File: src/sv/mmep_pkg.sv
// ----------------------------------------------------------------------------
// mmep_pkg
// Shared widths, limits and state codes of the min/max envelope pyramid.
// ----------------------------------------------------------------------------
package mmep_pkg;

  localparam int FRAME_W     = 32;   // frame counts and positions
  localparam int LEVEL_W     = 3;    // level field of a result
  localparam int INDEX_W     = 16;   // entry index field of a result
  localparam int CCOUNT_W    = 4;    // channel_count register
  localparam int CSEL_W      = 3;    // channel_select register
  localparam int TPOINTS_W   = 17;   // target_points register
  localparam int CFG_DATA_W  = 32;
  localparam int CFG_IDX_W   = 2;
  localparam int LEVEL_LIMIT = 512;  // a level above this size gets a coarser one

  typedef enum logic [CFG_IDX_W-1:0] {
    CFG_FRAME_COUNT    = 2'd0,
    CFG_CHANNEL_COUNT  = 2'd1,
    CFG_CHANNEL_SELECT = 2'd2,
    CFG_TARGET_POINTS  = 2'd3
  } cfg_reg_t;

  typedef enum logic [1:0] {
    DV_IDLE = 2'b01,
    DV_RUN  = 2'b10
  } div_state_t;

  typedef enum logic [1:0] {
    BK_IDLE = 2'b01,
    BK_RUN  = 2'b10
  } back_state_t;

endpackage

File: src/sv/mmep_fifo.sv
// ----------------------------------------------------------------------------
// mmep_fifo
// Small register queue with flush, head shown while not empty.
// ----------------------------------------------------------------------------
module mmep_fifo #(
  parameter int WIDTH = 8,
  parameter int DEPTH = 4
) (
  input  logic             clk,
  input  logic             rst_n,
  input  logic             clear,
  input  logic             wr_en,
  input  logic [WIDTH-1:0] wr_data,
  output logic             full,
  input  logic             rd_en,
  output logic [WIDTH-1:0] rd_data,
  output logic             empty
);

  localparam int AW = (DEPTH > 1) ? $clog2(DEPTH) : 1;
  localparam int CW = $clog2(DEPTH + 1);

  logic [WIDTH-1:0] mem_r [DEPTH];
  logic [AW-1:0]    wr_ptr_r, wr_ptr_nxt;
  logic [AW-1:0]    rd_ptr_r, rd_ptr_nxt;
  logic [CW-1:0]    count_r, count_nxt;
  logic             do_wr, do_rd;

  assign full    = (count_r == CW'(DEPTH));
  assign empty   = (count_r == '0);
  assign do_wr   = wr_en && !full;
  assign do_rd   = rd_en && !empty;
  assign rd_data = mem_r[rd_ptr_r];

  always_comb begin
    wr_ptr_nxt = wr_ptr_r;
    rd_ptr_nxt = rd_ptr_r;
    count_nxt  = count_r;
    if (do_wr) begin
      wr_ptr_nxt = (wr_ptr_r == AW'(DEPTH - 1)) ? '0 : wr_ptr_r + AW'(1);
    end
    if (do_rd) begin
      rd_ptr_nxt = (rd_ptr_r == AW'(DEPTH - 1)) ? '0 : rd_ptr_r + AW'(1);
    end
    if (do_wr && !do_rd) begin
      count_nxt = count_r + CW'(1);
    end else if (do_rd && !do_wr) begin
      count_nxt = count_r - CW'(1);
    end
    if (clear) begin
      wr_ptr_nxt = '0;
      rd_ptr_nxt = '0;
      count_nxt  = '0;
    end
  end

  always_ff @(posedge clk) begin
    if (!rst_n) begin
      wr_ptr_r <= '0;
      rd_ptr_r <= '0;
      count_r  <= '0;
    end else begin
      wr_ptr_r <= wr_ptr_nxt;
      rd_ptr_r <= rd_ptr_nxt;
      count_r  <= count_nxt;
    end
  end

  always_ff @(posedge clk) begin
    if (do_wr) begin
      mem_r[wr_ptr_r] <= wr_data;
    end
  end

endmodule

File: src/sv/mmep_div.sv
// ----------------------------------------------------------------------------
// mmep_div
// Restoring divider, one quotient bit per cycle: frames per bucket and the
// remainder that drives the bucket end accumulator.
// ----------------------------------------------------------------------------
module mmep_div
  import mmep_pkg::*;
#(
  parameter int BW = 17
) (
  input  logic               clk,
  input  logic               rst_n,
  input  logic               start,
  input  logic [FRAME_W-1:0] dividend,
  input  logic [BW-1:0]      divisor,
  output logic [FRAME_W-1:0] quotient,
  output logic [BW-1:0]      remainder,
  output logic               busy,
  output logic               done
);

  localparam int SW = $clog2(FRAME_W);

  div_state_t         state_r, state_nxt;
  logic [SW-1:0]      step_r, step_nxt;
  logic [FRAME_W-1:0] quo_r, quo_nxt;
  logic [BW-1:0]      rem_r, rem_nxt;
  logic               done_r, done_nxt;
  logic [BW:0]        trial;
  logic [BW:0]        diff;

  assign trial = {rem_r, quo_r[FRAME_W-1]};
  assign diff  = trial - {1'b0, divisor};

  always_comb begin
    state_nxt = state_r;
    step_nxt  = step_r;
    quo_nxt   = quo_r;
    rem_nxt   = rem_r;
    done_nxt  = 1'b0;
    unique case (state_r)
      DV_IDLE: begin
      end
      DV_RUN: begin
        // dividend bits shift out of the top while quotient bits enter below
        if (trial >= {1'b0, divisor}) begin
          rem_nxt = diff[BW-1:0];
          quo_nxt = {quo_r[FRAME_W-2:0], 1'b1};
        end else begin
          rem_nxt = trial[BW-1:0];
          quo_nxt = {quo_r[FRAME_W-2:0], 1'b0};
        end
        step_nxt = step_r + SW'(1);
        if (step_r == SW'(FRAME_W - 1)) begin
          state_nxt = DV_IDLE;
          done_nxt  = 1'b1;
        end
      end
      default: state_nxt = DV_IDLE;
    endcase
    // a new start always begins afresh, so the last of several writes counts
    if (start) begin
      quo_nxt   = dividend;
      rem_nxt   = '0;
      step_nxt  = '0;
      state_nxt = DV_RUN;
      done_nxt  = 1'b0;
    end
  end

  always_ff @(posedge clk) begin
    if (!rst_n) begin
      state_r <= DV_IDLE;
      step_r  <= '0;
      done_r  <= 1'b0;
    end else begin
      state_r <= state_nxt;
      step_r  <= step_nxt;
      done_r  <= done_nxt;
    end
  end

  always_ff @(posedge clk) begin
    quo_r <= quo_nxt;
    rem_r <= rem_nxt;
  end

  assign quotient  = quo_r;
  assign remainder = rem_r;
  assign busy      = (state_r == DV_RUN) || done_r;
  assign done      = done_r;

endmodule

File: src/sv/mmep_front.sv
// ----------------------------------------------------------------------------
// mmep_front
// Takes interleaved samples, keeps the selected channel, tracks bucket ends
// and hands each closed bucket to the pyramid builder.
// ----------------------------------------------------------------------------
module mmep_front
  import mmep_pkg::*;
#(
  parameter int SAMPLE_BITS  = 16,
  parameter int MAX_CHANNELS = 8,
  parameter int BW           = 17,
  parameter int BKT_W        = BW + FRAME_W + 2 * SAMPLE_BITS
) (
  input  logic                          clk,
  input  logic                          rst_n,
  input  logic                          restart,
  input  logic                          init,
  input  logic                          busy,
  input  logic                          setup_ok,
  input  logic [FRAME_W-1:0]            frame_count,
  input  logic [CCOUNT_W-1:0]           channel_count,
  input  logic [CSEL_W-1:0]             channel_select,
  input  logic [BW-1:0]                 bucket_total,
  input  logic [FRAME_W-1:0]            step_q,
  input  logic [BW-1:0]                 step_r,
  input  logic                          push,
  input  logic signed [SAMPLE_BITS-1:0] sample,
  output logic                          full,
  output logic                          bq_push,
  output logic [BKT_W-1:0]              bq_data,
  input  logic                          bq_full
);

  localparam int CPW = (MAX_CHANNELS > 1) ? $clog2(MAX_CHANNELS) : 1;
  localparam logic signed [SAMPLE_BITS-1:0] S_TOP = {1'b0, {(SAMPLE_BITS-1){1'b1}}};
  localparam logic signed [SAMPLE_BITS-1:0] S_BOT = {1'b1, {(SAMPLE_BITS-1){1'b0}}};

  logic [FRAME_W-1:0]            fpos_r, fpos_nxt;
  logic [CPW-1:0]                cpos_r, cpos_nxt;
  logic [BW-1:0]                 bnum_r, bnum_nxt;
  logic [FRAME_W-1:0]            end_r, end_nxt;
  logic [FRAME_W-1:0]            bstart_r, bstart_nxt;
  logic [BW-1:0]                 acc_r, acc_nxt;
  logic signed [SAMPLE_BITS-1:0] rmin_r, rmin_nxt;
  logic signed [SAMPLE_BITS-1:0] rmax_r, rmax_nxt;

  logic                          accept, active, hit, frame_done, bucket_done;
  logic [CCOUNT_W-1:0]           cc_m1, ch;
  logic [CCOUNT_W:0]             cpos_inc;
  logic signed [SAMPLE_BITS-1:0] mn_upd, mx_upd;
  logic [BW:0]                   acc_sum;
  logic [FRAME_W-1:0]            fpos_inc;

  assign full   = busy || bq_full;
  assign accept = push && !full;
  assign active = accept && setup_ok && (fpos_r < frame_count);

  // selected channel clamped to the last one present
  assign cc_m1 = channel_count - CCOUNT_W'(1);
  assign ch    = ({1'b0, channel_select} > cc_m1) ? cc_m1 : {1'b0, channel_select};
  assign hit   = (CCOUNT_W'(cpos_r) == ch);

  assign mn_upd = (hit && (sample < rmin_r)) ? sample : rmin_r;
  assign mx_upd = (hit && (sample > rmax_r)) ? sample : rmax_r;

  assign cpos_inc    = {1'b0, CCOUNT_W'(cpos_r)} + (CCOUNT_W+1)'(1);
  assign frame_done  = !(cpos_inc < {1'b0, channel_count});
  assign fpos_inc    = fpos_r + FRAME_W'(1);
  assign bucket_done = frame_done && (fpos_inc == end_r);
  assign acc_sum     = {1'b0, acc_r} + {1'b0, step_r};

  always_comb begin
    fpos_nxt   = fpos_r;
    cpos_nxt   = cpos_r;
    bnum_nxt   = bnum_r;
    end_nxt    = end_r;
    bstart_nxt = bstart_r;
    acc_nxt    = acc_r;
    rmin_nxt   = rmin_r;
    rmax_nxt   = rmax_r;
    priority if (restart) begin
      fpos_nxt   = '0;
      cpos_nxt   = '0;
      bnum_nxt   = '0;
      bstart_nxt = '0;
      rmin_nxt   = S_TOP;
      rmax_nxt   = S_BOT;
    end else if (init) begin
      // end of bucket 0 is F div B, the remainder seeds the accumulator
      end_nxt = step_q;
      acc_nxt = step_r;
    end else if (active) begin
      rmin_nxt = mn_upd;
      rmax_nxt = mx_upd;
      if (!frame_done) begin
        cpos_nxt = cpos_r + CPW'(1);
      end else begin
        cpos_nxt = '0;
        fpos_nxt = fpos_inc;
        if (bucket_done) begin
          bnum_nxt   = bnum_r + BW'(1);
          bstart_nxt = end_r;
          rmin_nxt   = S_TOP;
          rmax_nxt   = S_BOT;
          if (acc_sum >= {1'b0, bucket_total}) begin
            acc_nxt = BW'(acc_sum - {1'b0, bucket_total});
            end_nxt = end_r + step_q + FRAME_W'(1);
          end else begin
            acc_nxt = acc_sum[BW-1:0];
            end_nxt = end_r + step_q;
          end
        end
      end
    end
  end

  always_ff @(posedge clk) begin
    if (!rst_n) begin
      fpos_r   <= '0;
      cpos_r   <= '0;
      bnum_r   <= '0;
      bstart_r <= '0;
      rmin_r   <= S_TOP;
      rmax_r   <= S_BOT;
    end else begin
      fpos_r   <= fpos_nxt;
      cpos_r   <= cpos_nxt;
      bnum_r   <= bnum_nxt;
      bstart_r <= bstart_nxt;
      rmin_r   <= rmin_nxt;
      rmax_r   <= rmax_nxt;
    end
  end

  always_ff @(posedge clk) begin
    end_r <= end_nxt;
    acc_r <= acc_nxt;
  end

  assign bq_push = active && bucket_done;
  assign bq_data = {bnum_r, bstart_r, mn_upd, mx_upd};

endmodule

File: src/sv/mmep_back.sv
// ----------------------------------------------------------------------------
// mmep_back
// Pyramid builder: emits each closed bucket at level 0 and walks up the
// levels one per cycle while the result queue has room, pairing with the entry waiting at each level.
// ----------------------------------------------------------------------------
module mmep_back
  import mmep_pkg::*;
#(
  parameter int SAMPLE_BITS = 16,
  parameter int MAX_LEVELS  = 8,
  parameter int BW          = 17,
  parameter int LV_W        = 4,
  parameter int BKT_W       = BW + FRAME_W + 2 * SAMPLE_BITS,
  parameter int RES_W       = LEVEL_W + INDEX_W + FRAME_W + 2 * SAMPLE_BITS + 1
) (
  input  logic             clk,
  input  logic             rst_n,
  input  logic             restart,
  input  logic [LV_W-1:0]  levels,
  input  logic             bq_empty,
  input  logic [BKT_W-1:0] bq_data,
  output logic             bq_pop,
  input  logic             rq_full,
  output logic             rq_push,
  output logic [RES_W-1:0] rq_data
);

  localparam int KW = (MAX_LEVELS > 1) ? $clog2(MAX_LEVELS) : 1;

  back_state_t                   state_r, state_nxt;
  logic [LV_W-1:0]               k_r, k_nxt;
  logic [BW-1:0]                 bnum_r, bnum_nxt;
  logic [FRAME_W-1:0]            start_r, start_nxt;
  logic signed [SAMPLE_BITS-1:0] mn_r, mn_nxt;
  logic signed [SAMPLE_BITS-1:0] mx_r, mx_nxt;

  logic                          pv_r   [MAX_LEVELS];
  logic signed [SAMPLE_BITS-1:0] pmin_r [MAX_LEVELS];
  logic signed [SAMPLE_BITS-1:0] pmax_r [MAX_LEVELS];
  logic [FRAME_W-1:0]            pst_r  [MAX_LEVELS];
  logic [BW-1:0]                 cnt_r  [MAX_LEVELS];

  logic                          emit, last, kn_in;
  logic [LV_W-1:0]               kn;
  logic [KW-1:0]                 ka, kna;
  logic [INDEX_W-1:0]            idx;
  logic                          park, join_up;

  assign kn    = k_r + LV_W'(1);
  assign ka    = k_r[KW-1:0];
  assign kna   = kn[KW-1:0];
  assign kn_in = (kn < levels);
  assign emit  = (state_r == BK_RUN) && !rq_full;
  // this entry ends the item unless the next level holds a partner
  assign last  = !kn_in || !pv_r[kna];
  assign idx   = (k_r == '0) ? INDEX_W'(bnum_r) : INDEX_W'(cnt_r[ka]);

  assign park    = emit && last && kn_in;
  assign join_up = emit && !last;

  assign bq_pop  = (state_r == BK_IDLE) && !bq_empty && !restart;
  assign rq_push = emit;
  assign rq_data = {LEVEL_W'(k_r), idx, start_r, mn_r, mx_r, last};

  always_comb begin
    state_nxt = state_r;
    k_nxt     = k_r;
    bnum_nxt  = bnum_r;
    start_nxt = start_r;
    mn_nxt    = mn_r;
    mx_nxt    = mx_r;
    unique case (state_r)
      BK_IDLE: begin
        if (bq_pop) begin
          {bnum_nxt, start_nxt, mn_nxt, mx_nxt} = bq_data;
          k_nxt     = '0;
          state_nxt = BK_RUN;
        end
      end
      BK_RUN: begin
        if (emit) begin
          if (last) begin
            state_nxt = BK_IDLE;
          end else begin
            k_nxt     = kn;
            start_nxt = pst_r[kna];
            mn_nxt    = (pmin_r[kna] < mn_r) ? pmin_r[kna] : mn_r;
            mx_nxt    = (pmax_r[kna] > mx_r) ? pmax_r[kna] : mx_r;
          end
        end
      end
      default: state_nxt = BK_IDLE;
    endcase
    if (restart) begin
      state_nxt = BK_IDLE;
    end
  end

  always_ff @(posedge clk) begin
    if (!rst_n) begin
      state_r <= BK_IDLE;
      for (int i = 0; i < MAX_LEVELS; i++) begin
        pv_r[i]  <= 1'b0;
        cnt_r[i] <= '0;
      end
    end else begin
      state_r <= state_nxt;
      if (restart) begin
        for (int i = 0; i < MAX_LEVELS; i++) begin
          pv_r[i]  <= 1'b0;
          cnt_r[i] <= '0;
        end
      end else begin
        if (emit && (k_r != '0)) begin
          cnt_r[ka] <= cnt_r[ka] + BW'(1);
        end
        if (park) begin
          pv_r[kna] <= 1'b1;
        end else if (join_up) begin
          pv_r[kna] <= 1'b0;
        end
      end
    end
  end

  always_ff @(posedge clk) begin
    k_r     <= k_nxt;
    bnum_r  <= bnum_nxt;
    start_r <= start_nxt;
    mn_r    <= mn_nxt;
    mx_r    <= mx_nxt;
    if (park) begin
      pmin_r[kna] <= mn_r;
      pmax_r[kna] <= mx_r;
      pst_r[kna]  <= start_r;
    end
  end

endmodule

File: src/sv/min_max_envelope_pyramid.sv
// ----------------------------------------------------------------------------
// min_max_envelope_pyramid
// Min/max decimation envelope of one channel of an interleaved stream, with
// a halving pyramid of coarser levels built as base buckets close.
// ----------------------------------------------------------------------------
//  channel   ports                                   handshake
//  input     in_sample                               push / full
//  result    out_level, out_entry_index,             empty / pop
//            out_start_frame, out_env_min,
//            out_env_max, out_last
//  config    cfg_index, cfg_data                     cfg_write_en, no wait
//
//  One sample is taken per cycle while the bucket queue has room and the divider is not busy.
//  The pyramid builder pops a closed bucket only when idle and gives 1 to
//  MAX_LEVELS results for it; the queue absorbs short bursts.
//  After each register write full stays high while the serial divider
//  works out frames per bucket.
//  Reset and register writes restart the stream at channel 0 of frame 0.
// ----------------------------------------------------------------------------
module min_max_envelope_pyramid
  import mmep_pkg::*;
#(
  parameter int MAX_POINTS   = 65536,
  parameter int MAX_LEVELS   = 8,
  parameter int SAMPLE_BITS  = 16,
  parameter int MAX_CHANNELS = 8
) (
  input  logic                          clk,
  input  logic                          rst_n,
  input  logic                          push,
  input  logic signed [SAMPLE_BITS-1:0] in_sample,
  output logic                          full,
  output logic                          empty,
  input  logic                          pop,
  output logic [LEVEL_W-1:0]            out_level,
  output logic [INDEX_W-1:0]            out_entry_index,
  output logic [FRAME_W-1:0]            out_start_frame,
  output logic signed [SAMPLE_BITS-1:0] out_env_min,
  output logic signed [SAMPLE_BITS-1:0] out_env_max,
  output logic                          out_last,
  input  logic                          cfg_write_en,
  input  logic [CFG_IDX_W-1:0]          cfg_index,
  input  logic [CFG_DATA_W-1:0]         cfg_data
);

  localparam int BW    = $clog2(MAX_POINTS + 1);
  localparam int LV_W  = $clog2(MAX_LEVELS + 1);
  localparam int BKT_W = BW + FRAME_W + 2 * SAMPLE_BITS;
  localparam int RES_W = LEVEL_W + INDEX_W + FRAME_W + 2 * SAMPLE_BITS + 1;
  localparam int QDEPTH = 4;

  logic [FRAME_W-1:0]   frame_count_r;
  logic [CCOUNT_W-1:0]  channel_count_r;
  logic [CSEL_W-1:0]    channel_select_r;
  logic [TPOINTS_W-1:0] target_points_r;

  logic                 div_start_r;
  logic [FRAME_W-1:0]   b32_a, b32;
  logic [BW-1:0]        bucket_total;
  logic [LV_W-1:0]      levels_c, levels_r;
  logic                 setup_ok;
  logic [FRAME_W-1:0]   step_q;
  logic [BW-1:0]        step_r;
  logic                 div_busy, div_done, busy;

  logic                 bq_push, bq_full, bq_pop, bq_empty;
  logic [BKT_W-1:0]     bq_wdata, bq_rdata;
  logic                 rq_push, rq_full;
  logic [RES_W-1:0]     rq_wdata, rq_rdata;

  // configuration registers
  always_ff @(posedge clk) begin
    if (!rst_n) begin
      frame_count_r    <= '0;
      channel_count_r  <= CCOUNT_W'(1);
      channel_select_r <= '0;
      target_points_r  <= TPOINTS_W'(4096);
      div_start_r      <= 1'b0;
    end else begin
      div_start_r <= cfg_write_en;
      if (cfg_write_en) begin
        unique case (cfg_reg_t'(cfg_index))
          CFG_FRAME_COUNT:    frame_count_r    <= cfg_data;
          CFG_CHANNEL_COUNT:  channel_count_r  <= cfg_data[CCOUNT_W-1:0];
          CFG_CHANNEL_SELECT: channel_select_r <= cfg_data[CSEL_W-1:0];
          CFG_TARGET_POINTS:  target_points_r  <= cfg_data[TPOINTS_W-1:0];
        endcase
      end
    end
  end

  // bucket count and number of pyramid levels
  assign b32_a = (frame_count_r < FRAME_W'(target_points_r)) ?
                 frame_count_r : FRAME_W'(target_points_r);
  assign b32   = (b32_a < FRAME_W'(MAX_POINTS)) ? b32_a : FRAME_W'(MAX_POINTS);
  assign bucket_total = BW'(b32);

  always_comb begin
    levels_c = LV_W'(1);
    for (int j = 1; j < MAX_LEVELS; j++) begin
      if ((b32 >> (j - 1)) > FRAME_W'(LEVEL_LIMIT)) begin
        levels_c = LV_W'(j + 1);
      end
    end
  end

  always_ff @(posedge clk) begin
    levels_r <= levels_c;
  end

  assign setup_ok = (frame_count_r != '0) && (channel_count_r != '0) &&
                    (32'(channel_count_r) <= 32'(MAX_CHANNELS)) &&
                    (target_points_r != '0);

  mmep_div #(
    .BW (BW)
  ) u_div (
    .clk       (clk),
    .rst_n     (rst_n),
    .start     (div_start_r),
    .dividend  (frame_count_r),
    .divisor   (bucket_total),
    .quotient  (step_q),
    .remainder (step_r),
    .busy      (div_busy),
    .done      (div_done)
  );

  assign busy = cfg_write_en || div_start_r || div_busy;

  mmep_front #(
    .SAMPLE_BITS  (SAMPLE_BITS),
    .MAX_CHANNELS (MAX_CHANNELS),
    .BW           (BW),
    .BKT_W        (BKT_W)
  ) u_front (
    .clk            (clk),
    .rst_n          (rst_n),
    .restart        (cfg_write_en),
    .init           (div_done),
    .busy           (busy),
    .setup_ok       (setup_ok),
    .frame_count    (frame_count_r),
    .channel_count  (channel_count_r),
    .channel_select (channel_select_r),
    .bucket_total   (bucket_total),
    .step_q         (step_q),
    .step_r         (step_r),
    .push           (push),
    .sample         (in_sample),
    .full           (full),
    .bq_push        (bq_push),
    .bq_data        (bq_wdata),
    .bq_full        (bq_full)
  );

  mmep_fifo #(
    .WIDTH (BKT_W),
    .DEPTH (QDEPTH)
  ) u_bucket_q (
    .clk     (clk),
    .rst_n   (rst_n),
    .clear   (cfg_write_en),
    .wr_en   (bq_push),
    .wr_data (bq_wdata),
    .full    (bq_full),
    .rd_en   (bq_pop),
    .rd_data (bq_rdata),
    .empty   (bq_empty)
  );

  mmep_back #(
    .SAMPLE_BITS (SAMPLE_BITS),
    .MAX_LEVELS  (MAX_LEVELS),
    .BW          (BW),
    .LV_W        (LV_W),
    .BKT_W       (BKT_W),
    .RES_W       (RES_W)
  ) u_back (
    .clk      (clk),
    .rst_n    (rst_n),
    .restart  (cfg_write_en),
    .levels   (levels_r),
    .bq_empty (bq_empty),
    .bq_data  (bq_rdata),
    .bq_pop   (bq_pop),
    .rq_full  (rq_full),
    .rq_push  (rq_push),
    .rq_data  (rq_wdata)
  );

  mmep_fifo #(
    .WIDTH (RES_W),
    .DEPTH (QDEPTH)
  ) u_result_q (
    .clk     (clk),
    .rst_n   (rst_n),
    .clear   (cfg_write_en),
    .wr_en   (rq_push),
    .wr_data (rq_wdata),
    .full    (rq_full),
    .rd_en   (pop),
    .rd_data (rq_rdata),
    .empty   (empty)
  );

  assign {out_level, out_entry_index, out_start_frame,
          out_env_min, out_env_max, out_last} = rq_rdata;

endmodule

File: config.mk
export PLATFORM = sky130hd
export DESIGN_NAME = min_max_envelope_pyramid
export DESIGN_NICKNAME = d
export VERILOG_FILES = /design/src/sv/mmep_pkg.sv /design/src/sv/mmep_fifo.sv /design/src/sv/mmep_div.sv /design/src/sv/mmep_front.sv /design/src/sv/mmep_back.sv /design/src/sv/min_max_envelope_pyramid.sv
export SDC_FILE = /design/constraint.sdc
export NUM_CORES = 2
export LEC_CHECK = 0
export ABC_AREA = 1
export BUFFER_PORTS_ARGS = -buffer_cell sky130_fd_sc_hd__buf_4
export CAP_MARGIN = 20
export CORE_ASPECT_RATIO = 1.1
export CORE_UTILIZATION = 35
export CTS_CLUSTER_DIAMETER = 80
export DETAILED_ROUTE_END_ITERATION = 10
export SLEW_MARGIN = 10
export SYNTH_ARGS = -nofsm -noshare
export SYNTH_HDL_FRONTEND = slang
export SYNTH_HIERARCHICAL = 1
export SYNTH_SLANG_ARGS = --single-unit
File: constraint.sdc
create_clock -name clk -period 7.9 [get_ports clk]
set_input_delay 0.395 -clock clk [delete_from_list [all_inputs] [get_ports clk]]
set_output_delay 0.395 -clock clk [all_outputs]
set_load 0.1 [all_outputs]
==> reports/metrics.yaml <==
run_status:
  status: "finished clean"
cells_and_area:
  fin_nets: 7739
  design_area_um2: 87800
  layout_commonest_cell: "edfxtp_1"
  drive_above_1_share: 0.0934
  fillCellCount: 21143
  area_growth_pct: 12.8
  fin_util: 0.397
  most-common-layout-cells: "1464 x edfxtp_1, 1375 x nand2_1, 896 x nor2_1"
placed_design:
  gp_congestion: 0.956
  placed_cell_area_um2: 81600
  dp_hpwl_mm: 143
  port_buffers: 140
synthesis:
  yosys_warnings: 6
  syn-num-nets: 7624
  avgSynthCellArea_um2: 10.6
  syn_inst: 7341
  syn-cell-area_um2: 77800
min_path:
  hold_start: "in_sample[13]"
  min-delay-path-class: "in2reg"
  holdPathStages: 5
  min_to: "u_front/rmin_r[13]"
timing:
  hold_violations: 0
  max_slew_margin: 0.279
  tightest_slew_ns: 1.07
  finalSetupViolCount: 0
  grt_setup_unrepaired: "no"
  period_share: 0.750
  report.final.slew_viol_count: 0
  max_freq_mhz: 169
  period_needed_ns: 5.93
  skew_ns: 0.0738
  setup_tns_ns: 0
global_route:
  grt_use_total: 0.187
  grt_pass1_vias: 52680
  grt_max_degree: 161
  antenna_found_initial: 12
  grt_first_pass_wirelength_mm: 323
  grt.overflow.total: 0
floorplan:
  die_x_um: 452
  initial_utilization: 0.352
  dieArea_um2: 224000
  row_count: 181
  core-area_um2: 221000
  die_y_um: 497
  io_pins: 141
routing:
  wl_per_cell_um: 20.3
  viasPerCell: 5.21
  wirelength_mm: 214
  drtAntennaViolNets: 0
  vias: 54934
  drt_first_pass_iters: 8
  drt_iter0_markers: 4962
  drc_errors: 0
cts:
  numClockSinks: 1693
  clk_pin_slew_ns: 0.06
  clock_latency_ns: 0.84
  htreeDepth: 4
  cts-root-buf: "clkbuf_16"
  cts_max_path_buffers: 3
  cts_tree: "built"
  cts_inserted_buffers: 175
setup_path:
  startpoint_type: "register"
  timing.rr.end: "u_front/end_r[13]"
  worstRegToRegCells: 35
  path_class: "reg2reg"
  required_ns: 8.42
  crit_top_cell: "nand2_1"
  critPathMaxStageDelay_ns: 0.57
  cp_max_fo: 44
  rr_startpoint: "frame_count_r[3]"
  crit_arrival_ns: 6.45
  end_kind: "register"
  ff2ff_setup_slack_ns: 1.97
  cp_slowest_cell: "inv_1"
power:
  power_leakage_nw: 32.6
  max-vdd-ir-drop_mv: 0.212
  p_total_mw: 19.2
  power_density_nw_per_um2: 219
run:
  drv_cap: 0
-- worst max-delay path, delay by kind of cell (launching register included) --
kind | cells | cell delay (ns)
fa+ha+maj | 3 | 0.91
compound gates | 3 | 0.50
buf+inv | 6 | 1.15
simple gates | 23 | 2.65
flops | 1 | 0.40
-- report_power, final --
group / internal, mW / leakage (nW) / switching [mW] / total (mW)
registers: 9.73 / 15.6 / 0.0695 / 9.80
clock network: 4.56 / 2.76 / 3.52 / 8.09
logic: 0.405 / 14.2 / 0.941 / 1.35
-- cell type report --
class	instances	area, um2	area share
Clock inverter	111	1070	0.0122
Clock buffer	214	4620	0.0526
Timing Repair Buffer	248	2080	0.0236
Sequential cell	1693	48600	0.553
Tap cell	2928	3660	0.0417
Antenna cell	5	12.5	0.000143
Inverter	649	2460	0.0280
Multi-Input combinational cell	4689	25300	0.288
-- worst max-delay path by stage --
stage	cells past startpoint	startpoint	to
after CTS	33	frame_count_r[3]	u_front/end_r[16]
final	35	frame_count_r[3]	u_front/end_r[13]
after global placement	34	target_points_r[15]	u_front/end_r[13]
after detailed placement	28	frame_count_r[5]	u_front/end_r[22]
after floorplan	17	u_front/fpos_r[0]	u_bucket_q/mem_r[0][0]
after global routing	35	frame_count_r[3]	u_front/end_r[13]
-- what timing repair did --
item,CTS,global route
endpoints found under the hold margin,60,0
resized for setup,0,0
setup buffers,0,0
hold buffers,36,0
-- metal layers --
metal	global-route usage	part of all wire	vias up	wire, um
met1	0.262	0.45	26860	96800
met5	0	0.00025	-	54
met3	0.0298	0.064	288	13700
met2	0.302	0.46	1680	98200
li1	-	-	26098	-
met4	0.0485	0.023	8	4870
-- registers in the layout, indices dropped and copies added (netlist names), 32 cells and up, named ones only --
name              cells
u_result_q/mem_r    336
u_bucket_q/mem_r    320
u_back/pst_r        256
u_back/cnt_r        128
u_back/pmax_r       128
u_back/pmin_r       128
frame_count_r        32
u_back/start_r       32
u_div/quotient       32
u_front/bstart_r     32
u_front/end_r        32
u_front/fpos_r       32
-- through the flow --
| stage | instances | setup WS, ns | hold slack, ns |
|---|---|---|---|
| final | 10537 | 1.97 | 0.161 |
| after global routing | 10533 | 1.43 | 0.176 |
| after CTS | 10529 | 2.06 | 0.109 |
| after detailed placement | 10168 | 2.12 | 0.469 |
| after global placement | 10167 | 2.19 | 0.466 |
| after floorplan | 7341 | 1.90 | 0.444 |
No activity file was read; power rests on OpenSTA's default activity.
